$ cat src/hdl/windowed_interval_slot_scheduler_assert.svh
// Assertion helpers shared by the scheduler RTL.
`ifndef WINDOWED_INTERVAL_SLOT_SCHEDULER_ASSERT_SVH
`define WINDOWED_INTERVAL_SLOT_SCHEDULER_ASSERT_SVH

// Antecedent implies consequent in the same cycle.
`define WISS_ASSERT_IMPL(lbl, clk, rst, ante, cons, msg) \
  lbl: assert property (@(posedge clk) disable iff (rst) (ante) |-> (cons)) \
    else $error(msg);

// Invariant checked at every edge outside reset.
`define WISS_ASSERT_ALWAYS(lbl, clk, rst, cond, msg) \
  lbl: assert property (@(posedge clk) disable iff (rst) (cond)) \
    else $error(msg);

`endif

$ cat src/hdl/wiss_pkg.sv
`timescale 1ns / 1ps

package wiss_pkg;

  localparam int MIN_W        = 11;
  localparam int IVL_W        = 7;
  localparam int MPD_DEFAULT  = 1440;
  localparam logic [IVL_W-1:0] INTERVAL_MIN = 7'd5;
  localparam logic [IVL_W-1:0] INTERVAL_MAX = 7'd120;
  localparam logic [IVL_W-1:0] INTERVAL_RST = 7'd5;

  // Remainder pipeline depth.
  localparam int REM_STAGES = 3;

  // Register map, word index.
  localparam int CFG_IDX_W = 3;
  localparam logic [CFG_IDX_W-1:0] REG_DAY_ACTIVE  = 3'd0;
  localparam logic [CFG_IDX_W-1:0] REG_WIN_START   = 3'd1;
  localparam logic [CFG_IDX_W-1:0] REG_WIN_END     = 3'd2;
  localparam logic [CFG_IDX_W-1:0] REG_SLOT_IVL    = 3'd3;
  localparam logic [CFG_IDX_W-1:0] REG_RECOVERY    = 3'd4;

  // Per-request sideband carried alongside the remainder pipeline.
  typedef struct packed {
    logic             ok;
    logic             run;
    logic             ge_s;
    logic             le_e;
    logic             le_s;
    logic [MIN_W-1:0] now;
    logic [MIN_W-1:0] capped;
    logic [MIN_W-1:0] gap;
    logic [MIN_W:0]   now_plus;
  } wiss_side_t;

  // One restoring-division step, remainder only.
  function automatic logic [IVL_W-1:0] rem_step(input logic [IVL_W-1:0] rem,
                                                input logic             din,
                                                input logic [IVL_W-1:0] ivl);
    logic [IVL_W:0] trial;
    trial = {rem, din};
    if (trial >= {1'b0, ivl}) begin
      rem_step = IVL_W'(trial - {1'b0, ivl});
    end else begin
      rem_step = trial[IVL_W-1:0];
    end
  endfunction

endpackage

$ cat src/hdl/wiss_rem_pipe.sv
`timescale 1ns / 1ps
`include "windowed_interval_slot_scheduler_assert.svh"

// Pipelined remainder of dividend by interval, a few bits per stage.
module wiss_rem_pipe (
  input  logic                      clk,
  input  logic                      rst,
  input  logic [wiss_pkg::IVL_W-1:0] ivl,
  input  logic                      vld_in,
  input  logic [wiss_pkg::MIN_W-1:0] div_in,
  input  wiss_pkg::wiss_side_t      side_in,
  output logic                      vld_out,
  output logic [wiss_pkg::IVL_W-1:0] rem_out,
  output wiss_pkg::wiss_side_t      side_out
);
  import wiss_pkg::*;

  localparam int BPS = (MIN_W + REM_STAGES - 1) / REM_STAGES;

  logic             stg_vld  [REM_STAGES];
  logic [IVL_W-1:0] stg_rem  [REM_STAGES];
  logic [MIN_W-1:0] stg_div  [REM_STAGES];
  wiss_side_t       stg_side [REM_STAGES];

  for (genvar k = 0; k < REM_STAGES; k++) begin : g_stg
    logic             v_in;
    logic [IVL_W-1:0] r_in;
    logic [MIN_W-1:0] d_in;
    wiss_side_t       s_in;
    logic [IVL_W-1:0] r_c;
    logic [MIN_W-1:0] d_c;

    if (k == 0) begin : g_head
      assign v_in = vld_in;
      assign r_in = '0;
      assign d_in = div_in;
      assign s_in = side_in;
    end else begin : g_body
      assign v_in = stg_vld[k-1];
      assign r_in = stg_rem[k-1];
      assign d_in = stg_div[k-1];
      assign s_in = stg_side[k-1];
    end

    always_comb begin
      r_c = r_in;
      d_c = d_in;
      for (int j = 0; j < BPS; j++) begin
        if (k * BPS + j < MIN_W) begin
          r_c = rem_step(r_c, d_c[MIN_W-1], ivl);
          d_c = {d_c[MIN_W-2:0], 1'b0};
        end
      end
    end

    always_ff @(posedge clk) begin
      if (rst) begin
        stg_vld[k] <= 1'b0;
      end else begin
        stg_vld[k] <= v_in;
      end
      stg_rem[k]  <= r_c;
      stg_div[k]  <= d_c;
      stg_side[k] <= s_in;
    end
  end

  assign vld_out  = stg_vld[REM_STAGES-1];
  assign rem_out  = stg_rem[REM_STAGES-1];
  assign side_out = stg_side[REM_STAGES-1];

  `WISS_ASSERT_IMPL(a_rem_lt_ivl, clk, rst, vld_out && side_out.ok, rem_out < ivl,
                    "remainder not below interval")
  `WISS_ASSERT_IMPL(a_rem_latency, clk, rst, vld_out, $past(vld_in, REM_STAGES),
                    "remainder valid without matching request")

endmodule

$ cat src/hdl/windowed_interval_slot_scheduler.sv
`timescale 1ns / 1ps
`include "windowed_interval_slot_scheduler_assert.svh"

// Windowed interval slot scheduler. Each request (start high while busy is
// low) carries one minute-of-day value and yields exactly one result, shown
// for a single cycle with done high. The minute offset is reduced modulo
// the slot interval over three pipeline stages of four, four and three
// bits, with one stage of setup ahead and one output stage behind; done
// rises once a request has passed through all of them. A new request is
// taken every cycle; busy is only high during reset. The result cannot be
// held off by the receiver, so capture it when done is high.
// Registers (APB, word aligned): 0 day_active, 1 window_start, 2 window_end,
// 3 slot_interval, 4 recovery_window. Write them only while no request is in
// flight; the pipeline reads them live.
module windowed_interval_slot_scheduler #(
  parameter int MINUTES_PER_DAY = wiss_pkg::MPD_DEFAULT
) (
  input  logic                       clk,
  input  logic                       rst,
  // request channel
  input  logic                       start,
  output logic                       busy,
  input  logic [wiss_pkg::MIN_W-1:0] minute_now,
  // result channel
  output logic                       done,
  output logic                       schedule_ok,
  output logic                       slot_due,
  output logic                       latest_found,
  output logic [wiss_pkg::MIN_W-1:0] latest_slot,
  output logic                       next_found,
  output logic [wiss_pkg::MIN_W-1:0] next_slot,
  // configuration
  input  logic                       psel,
  input  logic                       penable,
  input  logic                       pwrite,
  input  logic [4:0]                 paddr,
  input  logic [31:0]                pwdata,
  output logic [31:0]                prdata,
  output logic                       pready
);
  import wiss_pkg::*;

  // Day limit held one bit wider so 2048 still fits.
  localparam logic [MIN_W:0] DayLim = (MIN_W + 1)'(MINUTES_PER_DAY);

  // ---------------------------------------------------------------------
  // Configuration registers
  // ---------------------------------------------------------------------
  logic             day_active;
  logic [MIN_W-1:0] window_start;
  logic [MIN_W-1:0] window_end;
  logic [IVL_W-1:0] slot_interval;
  logic [MIN_W-1:0] recovery_window;

  logic                 cfg_wr;
  logic [CFG_IDX_W-1:0] cfg_idx;

  assign pready  = 1'b1;
  assign cfg_idx = paddr[4:2];
  assign cfg_wr  = psel && penable && pwrite && pready;

  always_ff @(posedge clk) begin
    if (rst) begin
      day_active      <= 1'b0;
      window_start    <= '0;
      window_end      <= '0;
      slot_interval   <= INTERVAL_RST;
      recovery_window <= '0;
    end else if (cfg_wr) begin
      unique case (cfg_idx)
        REG_DAY_ACTIVE: day_active      <= pwdata[0];
        REG_WIN_START:  window_start    <= pwdata[MIN_W-1:0];
        REG_WIN_END:    window_end      <= pwdata[MIN_W-1:0];
        REG_SLOT_IVL:   slot_interval   <= pwdata[IVL_W-1:0];
        REG_RECOVERY:   recovery_window <= pwdata[MIN_W-1:0];
        default: ;
      endcase
    end
  end

  always_comb begin
    unique case (cfg_idx)
      REG_DAY_ACTIVE: prdata = {31'd0, day_active};
      REG_WIN_START:  prdata = {{(32-MIN_W){1'b0}}, window_start};
      REG_WIN_END:    prdata = {{(32-MIN_W){1'b0}}, window_end};
      REG_SLOT_IVL:   prdata = {{(32-IVL_W){1'b0}}, slot_interval};
      REG_RECOVERY:   prdata = {{(32-MIN_W){1'b0}}, recovery_window};
      default:        prdata = '0;
    endcase
  end

  // ---------------------------------------------------------------------
  // Stage 1: compares, capped minute, offset into the window
  // ---------------------------------------------------------------------
  logic             req_acc;
  logic             sched_ok;
  wiss_side_t       side_c;
  logic [MIN_W-1:0] div_c;

  assign busy    = rst;
  assign req_acc = start && !busy;

  assign sched_ok = ({1'b0, window_start} < DayLim) &&
                    ({1'b0, window_end} < DayLim) &&
                    (window_end >= window_start) &&
                    (slot_interval >= INTERVAL_MIN) &&
                    (slot_interval <= INTERVAL_MAX);

  always_comb begin
    side_c.ok       = sched_ok;
    side_c.run      = sched_ok && day_active;
    side_c.ge_s     = minute_now >= window_start;
    side_c.le_e     = minute_now <= window_end;
    side_c.le_s     = minute_now <= window_start;
    side_c.now      = minute_now;
    side_c.capped   = (minute_now < window_end) ? minute_now : window_end;
    side_c.gap      = minute_now - side_c.capped;
    side_c.now_plus = {1'b0, minute_now} + {{(MIN_W+1-IVL_W){1'b0}}, slot_interval};
    // offset only meaningful once past the start
    div_c           = side_c.ge_s ? side_c.capped - window_start : '0;
  end

  logic             s1_vld;
  wiss_side_t       s1_side;
  logic [MIN_W-1:0] s1_div;

  always_ff @(posedge clk) begin
    if (rst) begin
      s1_vld <= 1'b0;
    end else begin
      s1_vld <= req_acc;
    end
    s1_side <= side_c;
    s1_div  <= div_c;
  end

  // ---------------------------------------------------------------------
  // Stages 2..4: offset modulo slot interval
  // ---------------------------------------------------------------------
  logic             rp_vld;
  logic [IVL_W-1:0] rp_rem;
  wiss_side_t       rp_side;

  wiss_rem_pipe u_rem (
    .clk      (clk),
    .rst      (rst),
    .ivl      (slot_interval),
    .vld_in   (s1_vld),
    .div_in   (s1_div),
    .side_in  (s1_side),
    .vld_out  (rp_vld),
    .rem_out  (rp_rem),
    .side_out (rp_side)
  );

  // ---------------------------------------------------------------------
  // Stage 5: slot arithmetic and result register
  // ---------------------------------------------------------------------
  // latest = capped - rem; lateness = (now - capped) + rem
  // next   = start when now <= start, now when on a slot, else now + interval - rem
  logic [MIN_W-1:0] lat_c;
  logic [MIN_W:0]   late_c;
  logic [MIN_W:0]   nxt_c;
  logic             rem_zero;
  logic             due_c;
  logic             lfound_c;
  logic             nfound_c;

  always_comb begin
    rem_zero = rp_rem == '0;
    lat_c    = rp_side.capped - {{(MIN_W-IVL_W){1'b0}}, rp_rem};
    late_c   = {1'b0, rp_side.gap} + {{(MIN_W+1-IVL_W){1'b0}}, rp_rem};
    if (rp_side.le_s) begin
      nxt_c = {1'b0, window_start};
    end else if (rem_zero) begin
      nxt_c = {1'b0, rp_side.now};
    end else begin
      nxt_c = rp_side.now_plus - {{(MIN_W+1-IVL_W){1'b0}}, rp_rem};
    end
    due_c    = rp_side.run && rp_side.ge_s && rp_side.le_e && rem_zero;
    lfound_c = rp_side.run && rp_side.ge_s && (late_c <= {1'b0, recovery_window});
    nfound_c = rp_side.run && rp_side.le_e && (nxt_c <= {1'b0, window_end});
  end

  always_ff @(posedge clk) begin
    if (rst) begin
      done <= 1'b0;
    end else begin
      done <= rp_vld;
    end
    if (rp_vld) begin
      schedule_ok  <= rp_side.ok;
      slot_due     <= due_c;
      latest_found <= lfound_c;
      latest_slot  <= lfound_c ? lat_c : '0;
      next_found   <= nfound_c;
      next_slot    <= nfound_c ? nxt_c[MIN_W-1:0] : '0;
    end
  end

  `WISS_ASSERT_IMPL(a_done_latency, clk, rst, done, $past(start && !busy, 5),
                    "result without a request five cycles back")
  `WISS_ASSERT_IMPL(a_due_consistent, clk, rst, done && slot_due,
                    latest_found && next_found && latest_slot == next_slot,
                    "due slot not reported as latest and next")
  `WISS_ASSERT_IMPL(a_slot_order, clk, rst, done && latest_found && next_found,
                    latest_slot <= next_slot, "latest slot after next slot")
  `WISS_ASSERT_ALWAYS(a_invalid_quiet, clk, rst,
                      !done || schedule_ok || (!slot_due && !latest_found && !next_found),
                      "slot reported on invalid schedule")

endmodule

$ cat config.mk
export PLATFORM = sky130hd
export DESIGN_NAME = windowed_interval_slot_scheduler
export DESIGN_NICKNAME = d
export VERILOG_FILES = /design/src/hdl/wiss_pkg.sv /design/src/hdl/wiss_rem_pipe.sv /design/src/hdl/windowed_interval_slot_scheduler.sv
export VERILOG_INCLUDE_DIRS = /design/src /design/src/hdl
export SDC_FILE = /design/constraint.sdc
export NUM_CORES = 1
export LEC_CHECK = 0
export BUFFER_PORTS_ARGS = -buffer_cell sky130_fd_sc_hd__buf_2
export CORE_MARGIN = 2
export CORE_UTILIZATION = 61
export DETAILED_ROUTE_END_ITERATION = 12
export PLACE_DENSITY_LB_ADDON = 0.12
export SKIP_LAST_GASP = 1
export SYNTH_ARGS = -nofsm -noshare
export SYNTH_HDL_FRONTEND = slang
export SYNTH_SLANG_ARGS = --single-unit
$ cat constraint.sdc
create_clock -name clk -period 9.8 [get_ports clk]
set_input_delay 0.49 -clock clk [delete_from_list [all_inputs] [get_ports clk]]
set_output_delay 0.49 -clock clk [all_outputs]
set_load 0.005 [all_outputs]
# Word level (Yosys, flattened, before mapping)
# Memory sizes are Yosys's and may differ from the RTL's.
# Index checks and enable logic that the tools add are counted.
# op_classes
shifts,0
div,0
n_addsub,17
n_reduce_logical,22
eq_ne,4
bitwise,3
muxes,21
order_cmp,22
multipliers,0
# op_table
op,n
$ge 8x7->1,10
$mux 7,11
$sub 7x7->7,10
$pmux 11 s5,1
$add 11x7->12,2
$le 12x11->1,2
$mux 12,2
$ge 11x11->1,2
$le 11x11->1,2
$lt 11x11->1 const B,2
$sub 11x11->11,2
$logic_and 1x1->1,14
$sub 12x7->12,1
$lt 11x11->1,1
$mux 11,1
$sub 11x7->11,1
$reduce_and 2->1,5
$ge 1x7->1,1
$ge 7x3->1 const B,1
$le 7x7->1 const B,1
$logic_not 7->1,1
$sub 1x7->7,1
$eq 3x2->1 const B,2
$mux 1,6
other kinds (5),7
# totals
romBits,0
latch_bits,0
inputBits,54
out_inout_bits,61
word_cells,116
regBits,130
n_memories,4
ram_bits,198
# mem_list
memory,words,word_bits,read_ports,rd_ports_with_merged_regs,write_ports,line_no,text
u_rem.stg_side,3,50,3,0,3,wiss_rem_pipe.sv:23,wiss_side_t stg_side [REM_STAGES];
u_rem.stg_div,3,8,2,0,3,wiss_rem_pipe.sv:22,logic [MIN_W-1:0] stg_div [REM_STAGES];
u_rem.stg_rem,3,7,3,0,3,wiss_rem_pipe.sv:21,logic [IVL_W-1:0] stg_rem [REM_STAGES];
u_rem.stg_vld,3,1,3,0,3,wiss_rem_pipe.sv:20,logic stg_vld [REM_STAGES];

# Logic depth before layout (Yosys ltp)
# Gate-level depths: netlist of the first run.
# An unclocked memory read counts as a cell.
# depth
ltp_word,9
mapped_depth,37
depth_no_buf,34

# Hierarchy
# From an unflattened synthesis of the first run, not the netlist that was laid out.
# hier_totals
cells_unflattened,1620
hier_area_um2,15708.8
# modules_own_cells
mod,seq_area_each_um2,area_each_um2,cells_each,instances
windowed_interval_slot_scheduler,2862.7,8112.8,927,1
wiss_rem_pipe,3683.5,7596.0,693,1

# Worst setup path after synthesis of the first run
# Ideal clock, no wire load.
# synth_path
path_kind,register to register
start,reg slot_interval[1]
end,mem u_rem.stg_rem[1][3] (netlist: u_rem.stg_rem[0][10])
t_arrival_ns,7.745
setup_ns,0.122
setup_slack_ns,1.933
stages_incl_launch_ff,34
path_buffers,3
t_required_ns,9.678
period_less_slack_ns,7.867
path_cell_list,dfxtp_1 > inv_1 > fa_1 > nand3_1 > a31o_2 > and2_1 > clkbuf_1 > mux2_2 > ha_1 > nor2b_1 > a311o_1 > a31oi_1 > o221ai_1 > and2_1 > a21oi_1 > inv_1 > fa_1 > nor2b_1 > o2111ai_1 > a31o_2 > o211ai_1 > mux2i_1 > buf_2 > mux2i_1 > fa_1 > a21o_1 > a21oi_1 > a21oi_1 > o21a_1 > nor2_1 > and4_1 > clkbuf_1 > nor3_1 > a221o_1
# synth_lines
element,line_no,text
"start, declared",windowed_interval_slot_scheduler.sv:52,logic [IVL_W-1:0] slot_interval;
"start signal, assigned",windowed_interval_slot_scheduler.sv:74,REG_SLOT_IVL: slot_interval <= pwdata[IVL_W-1:0];
"end, declared",wiss_rem_pipe.sv:21,

==> results of run 1 <==
cell usage after synthesis (4+ instances only):
master    number  area [µm²]
nor3_1        31         155
nor2_1        89         334
and3_1         6        37.5
nor3b_1        4        30.0
a211o_1        6        52.6
or3_1         11        68.8
nand2_1      141         529
nand3_1       26         130
edfxtp_1      26         781
xor2_1        27         236
a21o_1        40         300
nor2b_1       48         300
or2_2          7        43.8
o21bai_1      10        75.1
o31ai_1        8        60.1
fa_1          16         320
a22oi_1       12        90.1
o21a_1        25         188
buf_4         23         173
clkbuf_1      35         131
o211ai_1       9        67.6
mux2_2        29         327
mux2i_1       35         350
a21boi_0       5        37.5
a311oi_1       4        35.0
ha_1         175        2190
nand2b_1      11        68.8
and4_1         4        35.0
nor4_1         6        37.5
inv_1        122         458
xnor2_1       50         438
nand3b_1       6        45.0
and2_1         9        56.3
dfxtp_1      288        5770
o22ai_1       12        75.1
o21ai_0       67         335
nand4_1       21         131
a211oi_1      13        97.6
a31oi_1       10        62.6
o221ai_1       8        70.1
a21oi_1      109         546
cell type report:
type                            instances  area [µm²]
Multi-Input combinational cell       1160        8510
Timing Repair Buffer                   80         428
Fill cell                            2041        7860
Clock buffer                           42         858
Clock inverter                         14         175
Sequential cell                       314        6550
Tap cell                              330         413
Inverter                              122         458
cell usage in the layout (no fill, tap or decap), types with 13 or more instances in the layout:
cell | netlist | routed
o21ai_0 | 67 | 67
xnor2_1 | 50 | 50
mux2_2 | 29 | 29
fa_1 | 16 | 16
mux2i_1 | 35 | 35
edfxtp_1 | 26 | 26
nand3_1 | 26 | 26
inv_1 | 122 | 122
nor3_1 | 31 | 31
a211oi_1 | 13 | 13
conb_1 | 2 | 22
nand4_1 | 21 | 21
dfxtp_1 | 288 | 288
clkbuf_16 | 0 | 32
xor2_1 | 27 | 27
nor2b_1 | 48 | 48
nand2_1 | 141 | 141
nor2_1 | 89 | 89
a21oi_1 | 109 | 109
a21o_1 | 40 | 40
o21a_1 | 25 | 25
ha_1 | 175 | 175
buf_2 | 1 | 69
kinds of logic after synthesis:
logic type      share of synthesized area, %
buf+inv                                 4.87
xor+xnor                                4.28
compound gates                          15.3
other cells                           0.0477
fa+ha+maj                               15.9
mux                                     4.44
flops                                   41.6
simple gates                            13.5
worst max-delay path: cells and delay by family (launching register included):
family,cells,cell delay (ns)
compound gates,14,3.14
fa+ha+maj,4,1.67
buf+inv,4,0.59
flops,1,0.46
mux,3,0.69
simple gates,7,1.72
routing by layer:
metal | track usage (%) | share of wire (%) | vias to the layer above
met5 | 0 | 0 | -
met4 | 7.91 | 2.8 | 0
met3 | 4.39 | 5.8 | 77
met2 | 48.0 | 48 | 348
met1 | 36.2 | 44 | 5594
li1 | - | - | 5899
path summary, 6_finish.rpt:
path / end / slack, ns / cells after the start
hold / removal: s1_side[34] / 0.12 / 1
hold reg to reg: u_rem.stg_side[0][113] / 0.32 / 0
setup reg to reg: u_rem.stg_rem[0][11] / 1.42 / 32
setup / recovery: u_rem.stg_rem[0][11] / 1.42 / 32
stage by stage:
stage	hold slack (ns)	power [mW]	setup WS [ns]
after floorplan	0.310	5.31	1.93
after global placement	0.310	6.07	1.61
after detailed placement	0.312	6.17	1.56
after CTS	0.111	7.41	1.47
after global routing	0.109	8.08	0.807
final	0.122	7.44	1.42
registers in the layout (all words and copies together) (netlist names):
signal,count
latest_slot,11
s1_vld,1
u_rem.stg_side,150
done,1
latest_found,1
day_active,1
slot_interval,7
next_slot,11
u_rem.stg_rem,21
window_start,11
schedule_ok,1
slot_due,1
recovery_window,11
next_found,1
u_rem.stg_vld,3
window_end,11
u_rem.stg_div,10
s1_div,11
s1_side,50
power by group:
part | internal, mW | total (mW) | switching [mW]
logic | 2.14 | 4.67 | 2.53
registers | 1.50 | 1.58 | 0.0820
clock network | 0.697 | 1.18 | 0.486
total | 4.34 | 7.44 | 3.10
==> results by stage, run 1 <==
Yosys:
- The dominant register cell in the synthesized netlist is dfxtp_1.
- The distinct cell type count after synthesis is 76.
- The flip-flop and latch count after synthesis is 314.
- The share of synthesized area occupied by flip-flops and latches is 41.6%.
- The number of flops mapped to enable cells by yosys is 26.
- The number of synthesis warnings is 0.
- For this run, asynchronously set or reset flops after synthesis account for 0%.
- Synthesis produced a netlist whose cell count is 1635.
- In this run the mean area of a mapped cell was 9.63 µm².
- The mapped netlist covers 15800 µm².

Min path:
- In this run the worst hold path is classified as in -> reg.
- The startpoint of the tightest hold check path is minute_now[0].

Placed design:
- The placed instances occupy a cell area of 16400 µm².
- The placed instance count is 2006.
- At the end of routability-driven placement, the weighted congestion stood at 0.930.
- Port buffering added 69 buffers.
- The half-perimeter wire length after detailed placement is 28800 µm.

STA:
- The total negative slack for setup checks is 0 ns.
- The final number of hold-violating endpoints was 0.
- The part of the cycle the worst path needs is 85.5%.
- The final max-slew violation count is 0.
- The actual transition at the worst max-transition pin is 1.10 ns.
- The remaining max-slew budget at the tightest pin is 26.3%.
- The number of failing setup endpoints in the final timing report is 0.
- Setup repair after global routing left no endpoint under its margin.
- Based on the critical path, the design can be clocked at up to 0.119 GHz.
- Between clock sinks in the finished design, the worst skew comes to 0.0166 ns.
- For the finished layout, the period the worst path requires is 8.38 ns.

Cells and area:
- Of the cells placed in the final design, the portion with a size suffix greater than 1 is 10.3%.
- At the end of the flow, the number of nets in the layout was 1954.
- After the flow finishes, the layout carries non-filler instances totaling 2062.
- The layout-stage area growth over the synthesis result is 10.4%.
- At the end of the flow the core is filled with cells to 68.9%.
- Summing all non-filler instances in the final layout gives an area of 17400 µm².
- The number of diodes is 0.

Drt:
- The total detailed-routing wirelength is 37900 µm.
- The final route contains 11918 vias.
- The per-cell via count in the routed design is 5.78.
- The count of nets left with antenna violations once routing finished came out at 0.
- For this run, design rule violations remaining after detail routing come to 0.
- The pre-antenna-repair detailed-routing pass consisted of 5 iterations.
- The detailed router finished its first iteration with 790 violations.
- The average wire length per cell after detail routing is 18.4 µm.

Pwr:
- Power spread over the standard cell area amounts to 428 nW/µm².
- The leakage power is 7.35 nW.
- The worst supply voltage drop on vdd is 0.787 mV.

Clock tree:
- The CTS root buffer is clkbuf_16.
- Counting the buffers created by CTS gives 31.
- Clock latency on the worst-skew pair, taken at its later pin, is 0.56 ns.
- The clock-pin slew of the registers on the worst-case setup and hold paths is 0.06 ns.
- The post-CTS setup buffer count is 0.
- The CTS H-tree depth is 1.
- The number of gates resized after CTS is 0.
- For this design, the CTS-stage hold fixing added 0 buffers.
- Clock tree synthesis found a total of 314 sinks.
- No sink is reached through more buffers than the 3 on the longest clock path.
- TritonCTS built the clock tree.

Global routing:
- The number of antenna violations at the first check in global routing is 0.
- Summed over all layers, the global routing overflow is 0.
- The number of global-route vias before repair is 11319.
- Entering global routing, the biggest net connects 48 pins.
- The first global-routing pass estimated 58800 µm of wire.
- The global-route usage over all layers is 27.8%.

Status:
- The flow ran to the end, and the final reports show no timing, DRC or antenna violations.

Die:
- 115 I/O pins were placed.
- The area of the core is 25300 µm².
- The die width is 165 µm.
- The area of the die is 27100 µm².
- The total number of placement rows is 58.
- The initial standard-cell utilization of the core is 62.4%.
- The die is 165 µm tall.

Worst setup path:
- The maximum single-stage delay on the critical path is 0.46 ns.
- Among the stages of the critical path, the cell type that occurs most often is a21oi_1.
- The start of the worst register-to-register path is slot_interval[5].
- For the worst setup path, the data required time is 10.25 ns.
- The peak fanout along the critical path is 11.
- The nature of the critical path endpoint is a flip-flop.
- The type of the worst setup path is reg -> reg.
- The worst setup path is launched from a flip-flop.
- The slowest cell on the critical path is dfxtp_1.
- The start point of the critical path is slot_interval[5].
- The arrival time reported for the critical path endpoint is 8.83 ns.

Job:
- The number of violations of the max-capacitance limit is 0.
Power figures use the tool's default switching activity.
==> inputs of run 2 (changes only) <==
--- a/config.mk
+++ b/config.mk
@@ -7,6 +7,7 @@
 export NUM_CORES = 1
 export LEC_CHECK = 0
 export BUFFER_PORTS_ARGS = -buffer_cell sky130_fd_sc_hd__buf_2
+export CORE_ASPECT_RATIO = 1.25
 export CORE_MARGIN = 2
 export CORE_UTILIZATION = 61
 export DETAILED_ROUTE_END_ITERATION = 12
==> results by stage, run 2 (same netlist as run 1, synthesis figures left out) <==
Clock tree:
- The post-CTS setup buffer count was 0 (unchanged).
- The cell sitting at the root of the clock tree is a clkbuf_16.
- The clock net sink count was 314 (unchanged).
- The number of gates resized after CTS came to 0 (unchanged).
- The clock latency of the later-clocked register in the worst-skew pair is 0.56 ns (about the same).
- The CTS tree is done.
- The clock-pin slew of the registers on the worst-case setup and hold paths came to 0.06 ns (about the same).
- The CTS H-tree depth is 1 (unchanged).
- The deepest clock path buffer count came to 3 (unchanged).
- The number of buffers added by the clock tree synthesis step came to 29 (-6.5%).
- The number of buffers inserted for hold repair after clock tree synthesis is 0 (unchanged).

Pwr:
- The part of the power in combinational logic came to 62.6% (-0.3 points).
- The internal power summed over all cells is 4.35 mW (+0.39%).
- The net switching fraction of the power is 41.5% (-0.12 points).
- The clock share of power is 16.1% (+0.2 points).
- The overall power after layout is 7.45 mW (+0.18%).
- The part of the total power dissipated in sequential elements is 21.3% (about the same).
- The leakage power is 7.36 nW (+0.18%).
- The worst supply voltage drop on vdd was 0.484 mV (-38%).
- The total power per unit cell area is 427 nW/µm² (about the same).
- The switching power summed over all nets is 3.09 mW (-0.12%).

Drt:
- The per-cell via count in the routed design is 5.76 (-0.29%).
- The post-route DRC violation count is 0 (unchanged).
- The detailed-router iteration count before antenna repair is 5 (unchanged).
- The post-route antenna net violation count is 0 (unchanged).
- The total detailed-routing wirelength is 37800 µm (-0.32%).
- The via total after detailed routing is 11906 (-0.10%).
- The average wire length per cell after detail routing was 18.3 µm (-0.51%).
- The starting DRC count in detailed routing is 693 (-12%).

Placed design:
- The half-perimeter wire length after detailed placement is 28800 µm (about the same).
- The instance area at placement is 16400 µm² (about the same).
- The global placement routability congestion is 0.914 (-1.6%).
- The number of input and output port buffers inserted is 69 (unchanged).

Status:
- The flow ran to the end, and the final reports show no timing, DRC or antenna violations.

STA:
- The fmax is 0.117 GHz (-1.5%).
- The part of the cycle the worst path needs is 86.9% (+1.3 points).
- The worst hold-check slack is 0.108 ns (-0.0134 ns).
- The final number of hold-violating endpoints was 0 (unchanged).
- The final max-slew violation count is 0 (unchanged).
- The final setup skew is 0.0203 ns (+0.00374 ns).
- The final critical delay including setup and external delays was 8.51 ns (+0.131 ns).
- The actual transition at the worst max-transition pin is 1.01 ns (-0.0848 ns).
- The number of failing setup endpoints in the final timing report is 0 (unchanged).
- Setup repair after global routing left no endpoint under its margin.
- The remaining max-slew budget at the tightest pin is 32.0% (+5.7 points).
- The total negative slack for setup checks was 0 ns (unchanged).

Cells and area:
- The largest registers in the layout are u_rem.stg_side (150), s1_side (50), u_rem.stg_rem (21).
- In the layout the commonest cells are dfxtp_1, ha_1, nand2_1, inv_1, a21oi_1.
- Compared with the post-synthesis result, the final layout area differs by 10.6%.
- The proportion of layout cells with a drive suffix above 1 was 10.5% (+0.24 points).
- The flip-flop count of the largest register, all copies and words added is 150 (unchanged).
- The cell area after layout is 17400 µm² (+0.21%).
- The net count of the finished layout was 1952 (-0.10%).
- Leaving out fill and tap cells, the most frequent cell in the layout is dfxtp_1.
- The largest register by flop count is u_rem.stg_side.

Worst setup path:
- The peak fanout along the critical path is 11 (unchanged).
- The worst reg2reg path depth is 32 (unchanged).
- The number of stages on the worst setup path was 32 (unchanged).
- The number of buffer and inverter instances along the worst setup path came to 4 (unchanged).
- On the critical path, the stage with the largest delay is an instance of dfxtp_1.
- The sort of element at the start of the critical path is a flip-flop.
- In this design, the largest share of critical-path delay is due to compound AO/OA/AOI/OAI gates.
- The arrival time reported for the critical path endpoint was 8.95 ns (+0.12 ns).
- By startpoint and endpoint, the worst setup path is classified as reg -> reg.
- STA classifies the critical path endpoint as a flip-flop.
- The dominant cell type by count on the critical path is a21oi_1.
- The maximum single-stage delay on the critical path was 0.52 ns (+0.06 ns).
- The data required time at the worst endpoint is 10.23 ns (-0.02 ns).

Die:
- The die height came to 184 µm (+12%).
- The initial standard-cell utilization of the core is 62.3% (-0.096 points).
- The total number of placement rows is 65 (+12%).
- The area of the core is 25300 µm² (+0.15%).
- The die width is 148 µm (-10%).
- The area of the die was 27100 µm² (about the same).
- The number of top-level pins is 115 (unchanged).

Global routing:
- The largest net degree at the start of global routing came to 48 (unchanged).
- The overflow left after global routing was 0 (unchanged).
- The global-route wire length before repair was 59500 µm (+1.1%).
- The global-route usage over all layers is 27.7% (-0.16 points).
- The number of global-route vias before repair was 11641 (+2.8%).
- The number of antenna violations at the first check in global routing came to 2 (+2).

Min path:
- The cell depth of the worst hold path is 1 (unchanged).
- The tightest min-delay check is of the in -> reg type.

Job:
- The number of violations of the max-capacitance limit came to 0 (unchanged).
==> run 2: cell type report <==
class	count	area [µm²]
Tap cell	335	419
Antenna cell	1	2.50
Fill cell	1979	7860
Sequential cell	314	6550
Clock buffer	40	870
Multi-Input combinational cell	1160	8520
Inverter	122	458
Clock inverter	14	186
Timing Repair Buffer	80	428
==> run 2: path summary, 6_finish.rpt <==
path	startpoint	to	slack, ns
worst min-delay path	minute_now[0]	s1_side[34]	0.11
worst min register to register	s1_side[15]	u_rem.stg_side[0][15]	0.32
worst max register to register	slot_interval[5]	u_rem.stg_rem[0][10]	1.29
worst max-delay path	slot_interval[5]	u_rem.stg_rem[0][10]	1.29
==> run 2: power by group through the flow <==
stage	Sequential [mW]	Combinational [mW]	Clock, mW
6_report	1.58	4.66	1.20
4_1_cts	1.59	4.63	1.22
2_1_floorplan	1.57	3.74	0
5_1_grt	1.59	5.23	1.27
3_3_place_gp	1.61	4.45	0
3_5_place_dp	1.61	4.57	0
==> run 2: metrics by stage <==
step,instances,utilization (%),setup slack (ns)
after global placement,2011,64.7,1.57
after detailed placement,2011,64.7,1.45
final,2066,68.9,1.29
after global routing,2065,68.9,0.613
after floorplan,1655,-,1.93
after CTS,2065,68.9,1.37
==> run 2: per-layer routing <==
| metal | vias up | track usage [%] | routed length (µm) |
|---|---|---|---|
| li1 | 5891 | - | - |
| met1 | 5627 | 32.3 | 15500 |
| met2 | 298 | 51.6 | 19500 |
| met3 | 86 | 3.28 | 1390 |
| met4 | 4 | 10.6 | 1460 |
| met5 | - | 0 | 23 |
